===== config.mk =====
export PLATFORM = sky130hd
export DESIGN_NAME = lru_page_replacement_unit_flat
export DESIGN_NICKNAME = d
export VERILOG_FILES = /design/src/rtl/lru_pr_pkg.sv /design/src/rtl/lru_req_if.sv /design/src/rtl/lru_rsp_if.sv /design/src/rtl/lru_pr_cell.sv /design/src/rtl/lru_page_replacement_unit.sv /design/src/flat_wrapper.sv
export SDC_FILE = /design/constraint.sdc
export NUM_CORES = 1
export LEC_CHECK = 0
export BUFFER_PORTS_ARGS = -buffer_cell sky130_fd_sc_hd__buf_2
export CAP_MARGIN = 30
export CORE_MARGIN = 8
export CORE_UTILIZATION = 38
export CTS_BUF_LIST = sky130_fd_sc_hd__clkbuf_4 sky130_fd_sc_hd__clkbuf_8 sky130_fd_sc_hd__clkbuf_16
export CTS_CLUSTER_SIZE = 30
export DETAILED_ROUTE_END_ITERATION = 8
export PLACE_DENSITY = 0.57
export SLEW_MARGIN = 30
export SYNTH_ARGS = -nofsm -noshare
export SYNTH_HDL_FRONTEND = slang
export SYNTH_HIERARCHICAL = 1
export SYNTH_SLANG_ARGS = --single-unit

===== constraint.sdc =====
create_clock -name clk_i -period 5.6 [get_ports clk_i]
set_input_delay 0.84 -clock clk_i [delete_from_list [all_inputs] [get_ports clk_i]]
set_output_delay 0.84 -clock clk_i [all_outputs]
set_load 0.02 [all_outputs]

===== src/rtl/lru_pr_pkg.sv =====
// package: types and constants shared by the lru page replacement files
`default_nettype none

package lru_pr_pkg;

  localparam int CfgW         = 5;
  localparam int PageW        = 16;
  localparam int CountW       = 16;
  localparam int MaxFramesDef = 16;

  localparam logic [CfgW-1:0]   CfgReset = CfgW'(4);
  localparam logic [CountW-1:0] CountMax = '1;

  typedef logic [CfgW-1:0]   cfg_t;
  typedef logic [PageW-1:0]  page_t;
  typedef logic [CountW-1:0] count_t;

  typedef struct packed {
    logic  valid;
    page_t page;
  } frame_t;

  typedef struct packed {
    logic  upd;
    logic  clr;
    logic  miss;
    page_t page;
  } cell_ctrl_t;

endpackage

`default_nettype wire


===== src/rtl/lru_req_if.sv =====
// interface: page reference channel
`default_nettype none

interface lru_req_if;
  import lru_pr_pkg::*;

  logic  valid;
  logic  ready;
  page_t page;
  logic  end_of_string;

  modport source (output valid, output page, output end_of_string, input ready);
  modport sink   (input valid, input page, input end_of_string, output ready);
endinterface

`default_nettype wire


===== src/rtl/lru_rsp_if.sv =====
// interface: fault result channel
`default_nettype none

interface lru_rsp_if;
  import lru_pr_pkg::*;

  logic   valid;
  logic   ready;
  logic   fault;
  count_t fault_count;

  modport source (output valid, output fault, output fault_count, input ready);
  modport sink   (input valid, input fault, input fault_count, output ready);
endinterface

`default_nettype wire


===== src/rtl/lru_pr_cell.sv =====
// one frame cell of the lru stack: compare, hit chain and shift from neighbor
`default_nettype none

module lru_pr_cell (
  input  wire logic                   clk_i,
  input  wire logic                   rst_ni,
  input  wire lru_pr_pkg::cell_ctrl_t ctrl_i,
  input  wire logic                   active_i,
  input  wire logic                   top_i,
  input  wire logic                   hit_prior_i,
  output logic                        hit_prior_o,
  input  wire lru_pr_pkg::frame_t     next_i,
  output lru_pr_pkg::frame_t          frame_o,
  output logic                        match_o
);
  import lru_pr_pkg::*;

  logic  valid_q, valid_d;
  page_t page_q, page_d;
  logic  shift;

  assign match_o     = active_i & valid_q & (page_q == ctrl_i.page);
  assign hit_prior_o = hit_prior_i | match_o;
  assign shift       = active_i & (ctrl_i.miss | hit_prior_o);

  always_comb begin
    valid_d = valid_q;
    page_d  = page_q;
    if (ctrl_i.upd) begin
      if (active_i && top_i) begin
        valid_d = 1'b1;
        page_d  = ctrl_i.page;
      end else if (shift) begin
        valid_d = next_i.valid;
        page_d  = next_i.page;
      end
    end
    if (ctrl_i.clr) begin
      valid_d = 1'b0;
    end
  end

  always_ff @(posedge clk_i or negedge rst_ni) begin
    if (!rst_ni) begin
      valid_q <= 1'b0;
    end else begin
      valid_q <= valid_d;
    end
  end

  always_ff @(posedge clk_i) begin
    page_q <= page_d;
  end

  assign frame_o = '{valid: valid_q, page: page_q};

endmodule

`default_nettype wire


===== src/rtl/lru_page_replacement_unit.sv =====
// top level: lru page replacement stack built from a row of frame cells
// results: each result is registered in the output register when its item is accepted
// throughput: one item per cycle while the result channel is ready; the compare, hit chain and
//   shift across the cell row all complete in the cycle of acceptance
// reset: all frames empty, fault count zero, frame count configuration 4
// a configuration write or an accepted end-of-string item also empties the stack
`default_nettype none

module lru_page_replacement_unit #(
  parameter int MAX_FRAMES = lru_pr_pkg::MaxFramesDef
) (
  input  wire logic                  clk_i,
  input  wire logic                  rst_ni,
  input  wire logic                  cfg_we_i,
  input  wire logic [lru_pr_pkg::CfgW-1:0] cfg_wdata_i,
  lru_req_if.sink                    req_i,
  lru_rsp_if.source                  rsp_o
);
  import lru_pr_pkg::*;

  localparam int FrW = $clog2(MAX_FRAMES + 1);
  localparam int NW  = (FrW > CfgW) ? FrW : CfgW;

  cfg_t          cfg_q;
  logic [NW-1:0] cfg_ext, n_eff, top_idx;
  count_t        cnt_q, cnt_d;
  logic          out_valid_q;
  logic          fault_q;
  count_t        fault_count_q;
  logic          acc, miss;
  cell_ctrl_t    ctrl;

  logic   hit_chain [MAX_FRAMES+1];
  frame_t frames    [MAX_FRAMES];
  frame_t nexts     [MAX_FRAMES];
  logic [MAX_FRAMES-1:0] match_vec;
  logic [MAX_FRAMES-1:0] valid_vec;

  assign cfg_ext = NW'(cfg_q);

  always_comb begin
    if (cfg_ext == '0) begin
      n_eff = NW'(1);
    end else if (cfg_ext > NW'(MAX_FRAMES)) begin
      n_eff = NW'(MAX_FRAMES);
    end else begin
      n_eff = cfg_ext;
    end
  end

  assign top_idx = n_eff - NW'(1);

  assign req_i.ready = !out_valid_q || rsp_o.ready;
  assign acc         = req_i.valid && req_i.ready;
  assign miss        = !hit_chain[MAX_FRAMES];

  assign ctrl = '{upd:  acc,
                  clr:  cfg_we_i || (acc && req_i.end_of_string),
                  miss: miss,
                  page: req_i.page};

  assign hit_chain[0] = 1'b0;

  for (genvar i = 0; i < MAX_FRAMES; i++) begin : g_cell
    if (i == MAX_FRAMES - 1) begin : g_last
      assign nexts[i] = '0;
    end else begin : g_mid
      assign nexts[i] = frames[i+1];
    end

    lru_pr_cell u_cell (
      .clk_i       (clk_i),
      .rst_ni      (rst_ni),
      .ctrl_i      (ctrl),
      .active_i    (NW'(i) < n_eff),
      .top_i       (NW'(i) == top_idx),
      .hit_prior_i (hit_chain[i]),
      .hit_prior_o (hit_chain[i+1]),
      .next_i      (nexts[i]),
      .frame_o     (frames[i]),
      .match_o     (match_vec[i])
    );

    assign valid_vec[i] = frames[i].valid;
  end

  always_comb begin
    cnt_d = cnt_q;
    if (miss && (cnt_q != CountMax)) begin
      cnt_d = cnt_q + CountW'(1);
    end
  end

  always_ff @(posedge clk_i or negedge rst_ni) begin
    if (!rst_ni) begin
      cfg_q       <= CfgReset;
      cnt_q       <= '0;
      out_valid_q <= 1'b0;
    end else begin
      if (cfg_we_i) begin
        cfg_q <= cfg_wdata_i;
      end
      if (cfg_we_i || (acc && req_i.end_of_string)) begin
        cnt_q <= '0;
      end else if (acc) begin
        cnt_q <= cnt_d;
      end
      if (acc) begin
        out_valid_q <= 1'b1;
      end else if (rsp_o.ready) begin
        out_valid_q <= 1'b0;
      end
    end
  end

  always_ff @(posedge clk_i) begin
    if (acc) begin
      fault_q       <= miss;
      fault_count_q <= cnt_d;
    end
  end

  assign rsp_o.valid       = out_valid_q;
  assign rsp_o.fault       = fault_q;
  assign rsp_o.fault_count = fault_count_q;

`ifndef SYNTHESIS
  a_single_match: assert property (@(posedge clk_i) disable iff (!rst_ni)
    $onehot0(match_vec))
    else $error("more than one frame matches the page");

  a_eos_clears: assert property (@(posedge clk_i) disable iff (!rst_ni)
    acc && req_i.end_of_string |=> (valid_vec == '0) && (cnt_q == '0))
    else $error("stack not cleared after end of string");

  a_hit_count: assert property (@(posedge clk_i) disable iff (!rst_ni)
    acc && !req_i.end_of_string && !cfg_we_i |=>
      rsp_o.valid && (rsp_o.fault_count == cnt_q))
    else $error("result count does not match running count");

  a_miss_incr: assert property (@(posedge clk_i) disable iff (!rst_ni)
    acc && miss && (cnt_q != CountMax) |-> cnt_d == cnt_q + CountW'(1))
    else $error("fault count not advanced on a miss");
`endif

endmodule

`default_nettype wire


===== src/flat_wrapper.sv =====
// flat-port wrapper written by rule: the top's interface ports become plain ports
module lru_page_replacement_unit_flat import lru_pr_pkg::*;
#(
  parameter int MAX_FRAMES = lru_pr_pkg::MaxFramesDef
)
  (clk_i, rst_ni, cfg_we_i, cfg_wdata_i, req_i_valid, req_i_page, req_i_end_of_string, req_i_ready, rsp_o_valid, rsp_o_fault, rsp_o_fault_count, rsp_o_ready);
  lru_req_if req_i_i ();
  lru_rsp_if rsp_o_i ();
  input  wire logic clk_i;
  input  wire logic rst_ni;
  input  wire logic cfg_we_i;
  input  wire logic [lru_pr_pkg::CfgW-1:0] cfg_wdata_i;
  input wire logic [$bits(req_i_i.valid)-1:0] req_i_valid;
  input wire logic [$bits(req_i_i.page)-1:0] req_i_page;
  input wire logic [$bits(req_i_i.end_of_string)-1:0] req_i_end_of_string;
  output wire logic [$bits(req_i_i.ready)-1:0] req_i_ready;
  output wire logic [$bits(rsp_o_i.valid)-1:0] rsp_o_valid;
  output wire logic [$bits(rsp_o_i.fault)-1:0] rsp_o_fault;
  output wire logic [$bits(rsp_o_i.fault_count)-1:0] rsp_o_fault_count;
  input wire logic [$bits(rsp_o_i.ready)-1:0] rsp_o_ready;
  assign req_i_i.valid = req_i_valid;
  assign req_i_i.page = req_i_page;
  assign req_i_i.end_of_string = req_i_end_of_string;
  assign req_i_ready = req_i_i.ready;
  assign rsp_o_valid = rsp_o_i.valid;
  assign rsp_o_fault = rsp_o_i.fault;
  assign rsp_o_fault_count = rsp_o_i.fault_count;
  assign rsp_o_i.ready = rsp_o_ready;
  lru_page_replacement_unit #(.MAX_FRAMES(MAX_FRAMES)) u_core (.clk_i(clk_i), .rst_ni(rst_ni), .cfg_we_i(cfg_we_i), .cfg_wdata_i(cfg_wdata_i), .req_i(req_i_i), .rsp_o(rsp_o_i));
endmodule

## Word-level counts from Yosys, hierarchy flattened

Cells that the tools add are included.
W data, S select, Z words.

| operators by class | value |
|---|---|
| add/sub/neg operators | 2 |
| magnitude comparators | 17 |
| equal/unequal tests | 32 |
| multiplexer cells | 103 |
| bitwise gates (word level) | 77 |
| reduce and logical (&&, ||, !) cells | 91 |

Operator list:

| cell | count |
|---|---|
| $mux W16 | 35 |
| $eq A16 B16 Y1 | 16 |
| $mux W1 | 66 |
| $reduce_and A2 Y1 | 32 |
| $reduce_bool A3 Y1 | 16 |
| $and A1 B1 Y1 | 47 |
| $eq A4 B5 Y1 const A | 8 |
| $lt A4 B5 Y1 const A | 8 |
| $reduce_bool A2 Y1 | 18 |
| $or A1 B1 Y1 | 30 |
| $eq A3 B5 Y1 const A | 4 |
| $lt A3 B5 Y1 const A | 4 |
| $logic_and A1 B1 Y1 | 19 |
| $add A16 B1 Y16 const B | 1 |
| $ne A16 B16 Y1 const B | 1 |
| $eq A2 B5 Y1 const A | 2 |
| $logic_not A5 Y1 | 2 |
| $lt A1 B5 Y1 const A | 2 |
| $lt A2 B5 Y1 const A | 2 |
| $mux W5 | 2 |
| $eq A1 B5 Y1 const A | 1 |
| $gt A5 B5 Y1 const B | 1 |
| $sub A5 B1 Y5 const B | 1 |
| $logic_not A1 Y1 | 2 |
| $logic_or A1 B1 Y1 | 2 |

| word-level totals | value |
|---|---|
| bits in registers | 311 |
| input bits | 27 |
| output and inout port bits | 19 |
| word-level logic and storage cells | 359 |

## Depth between registers and ports, before layout

| depth | value |
|---|---|
| word-level depth | 28 |
| mapped depth | 24 |
| gate-level depth less buffers | 24 |

## Modules after synthesis

Netlist, hierarchy kept.

By module, submodules not included:

| module | times used | cells each | area each (um^2) | seq. area each (um^2) |
|---|---|---|---|---|
| lru_pr_cell | 16 | 66 | 945.9 | 505.5 |
| lru_page_replacement_unit | 1 | 242 | 2336.0 | 1062.3 |

## Least setup slack after synthesis

OpenSTA, ideal clock, no wires.

| path | value |
|---|---|
| kind | input to register |
| start point | input req_i_page[7] |
| end point | register u_core.g_cell[0].u_cell.page_q[0] (enable) |
| library setup time | 379 ps |
| arrival time | 5643 ps |
| required time | 5221 ps |
| path slack | -421 ps |
| cell stages on the path | 23 |
| path buffers | 0 |
| cell sequence | xnor2_1 nand4_1 or4_4 nor4_2 or2_1 or2_1 or2_1 or2_1 or2_1 or2_1 or2_1 or2_1 or2_1 or2_1 or2_1 or2_1 or2_1 or2_1 or2_1 or2_1 inv_1 o311ai_0 o21ai_2 |

RTL lines:

| item | line | text |
|---|---|---|
| start, declared | flat_wrapper.sv:14 | `input wire logic [$bits(req_i_i.page)-1:0] req_i_page;` |
| end signal, assigned | lru_pr_cell.sv:52 | `page_q <= page_d;` |
| end, declared | lru_pr_cell.sv:19 | `page_t page_q, page_d;` |

==> flow_summary.ini <==
[run_status]
run_status = finished with violations
violations = negative setup slack

[critical_path]
cp.required_ps = 6070
critPathBufInv = 2
arrival_ps = 6510
start_kind = flip-flop
crit_path_end_kind = flip-flop
cpPeakStageDelay_ps = 390
cp_slowest_cell = or3_4
cp_max_fo = 5
crit_type = flip-flop to flip-flop
cpMostUsedCell = or2_1
critPathTopFamily = simple AND/OR/NAND/NOR gates

[sta]
slew_headroom = 0.381
fin_crit_sh = 1.08
worstMarginPinSlew_ps = 922
rsz0062_at_grt = yes
finClkSkew_ps = 30.1
hold_viol = 0
fmax_ghz = 0.165
hold_slack_ps = 400
fin_ws_ps = -446
slew_violations = 0
finalSetupViolCount = 304
period_needed_ps = 6050

[synthesis]
postSynthAreaPerCell_sq_um = 13.5
syn-cell-area_sq_um = 17500
synth_cells = 1297
yosys_warnings = 6

[layout]
final_common_cell = edfxtp_1
area_growth_pct = 18.4
final_nets = 1481
final_cell_mix = edfxtp_1, xnor2_1, mux2_1
fillCellCount = 4133
fin_cells = 2085
layout-drive-gt1-share = 0.233

[drt]
dr_total_vias = 11084
wl_met2_mm = 20.4
drt_iter0_drc = 635
drc = 0
dr.max_layer_used = met5
viasPerCell = 5.32
wl_per_cell_microns = 21.3
wirelength_mm = 44.4
wl_met1_mm = 20.8
firstDrtPassIters = 5
final_antenna_net_count = 0
met3WireLength_mm = 1.79

[clocking]
h-tree-depth = 2
root_buffer = clkbuf_16
clock_sinks = 311
cts_hold_buf = 0
cts_buffers = 38
cts_tree = done
clockBufferDepth = 3
clk_transition_reported_paths_ps = 60
clkLatencyLatePin_ps = 560

[place]
dp_hpwl_mm = 32.0
place_inst = 2004
gp_congestion = 0.826
io_buffers = 45
place_ws_ps = -889

[floorplanning]
pin_count = 46
core_sq_um = 45400
die_area_sq_um = 53100
start_util = 0.385
die_w_microns = 230
fp.dieH_microns = 230
rows = 78

[min_path]
hold_class = input port to asynchronous set/reset pin

[global_route]
antenna_found_initial = 5
grt_pass1_vias = 11576
grt_max_degree = 39
gr-usage-all-layers = 0.167
grt_pass1_wl_mm = 69.4
gr-total-overflow = 0

[flow_run]
cap_violations = 0

[pwr]
ir_worst_vdd_mv = 0.185
power.density_nw_per_um2 = 294
p_leak_nw = 7.06
-- cell type report --
cell class	instances	area, sq um	share of cell area
flip-flops and latches	311	9150	0.442
multi-input cells	948	8250	0.399
inverters	10	42.5	0.00206
well taps	600	751	0.0363
repair buffers	144	1150	0.0557
clock inverters	15	215	0.0104
clock buffers	55	1120	0.0540
diodes	2	5.00	0.000242
-- flip-flops by register name, indices dropped and copies added, names as in the netlist --
register                      count
u_core/cnt_q                     16
u_core/rsp_o.valid                1
u_core/rsp_o.fault                1
u_core/g_cell.u_cell/valid_q     16
u_core/rsp_o.fault_count         16
u_core/g_cell.u_cell/page_q     256
u_core/cfg_ext                    5
-- worst paths after layout --
kind	start	end	slack [ps]	cells past startpoint
worst max-delay path	u_core/cfg_ext[4]$_DFFE_PN0P_	u_core/cnt_q[8]$_DFFE_PN0P_	-450	26
worst min-delay path	rst_ni	u_core/cfg_ext[4]$_DFFE_PN0P_	400	2
worst max register to register	u_core/cfg_ext[4]$_DFFE_PN0P_	u_core/cnt_q[8]$_DFFE_PN0P_	-450	26
worst min register to register	u_core/g_cell[0].u_cell/valid_q$_DFFE_PN0P_	u_core/g_cell[0].u_cell/valid_q$_DFFE_PN0P_	550	2
max in group asynchronous	rst_ni	u_core/g_cell[3].u_cell/valid_q$_DFFE_PN0P_	4760	2
min in group clk_i	u_core/g_cell[0].u_cell/valid_q$_DFFE_PN0P_	u_core/g_cell[0].u_cell/valid_q$_DFFE_PN0P_	550	2
-- through the flow --
stage	power [mW]	cell area (sq um)	setup TNS [ps]	utilization
after floorplan	3.22	17500	0	-
after global placement	3.52	19100	-232750	0.421
after detailed placement	3.53	19100	-245330	0.421
after CTS	6.16	20500	-91220	0.453
after global routing	6.30	20700	-155490	0.456
final	6.08	20700	-93330	0.456
-- routing by layer --
metal / up-vias / GRT usage
met5: - / 0
met1: 5564 / 0.233
met2: 229 / 0.261
met3: 78 / 0.0245
met4: 2 / 0.0600
li1: 5211 / -
-- worst reg2reg max path, delay by kind of cell, from the launching register on --
kind,cells,cell delay [ps]
buffers and inverters,2,290
and+or+nand+nor,22,5060
DFF,1,380
AOI/OAI and AO/OA,2,210
-- report_power, final --
group	switching (mW)	leakage, nW	total [mW]	internal (mW)
Combinational	0.403	3.33	0.720	0.317
Clock	0.973	0.669	2.59	1.62
Sequential	0.0832	3.06	2.77	2.68
Total	1.46	7.06	6.08	4.62
-- repair_timing --
item                       CTS  global route
pin swaps                    3             5
setup endpoints to repair  304           304
resized for setup           15            23
setup buffers                3             6
(Power assumes the default switching activity.)
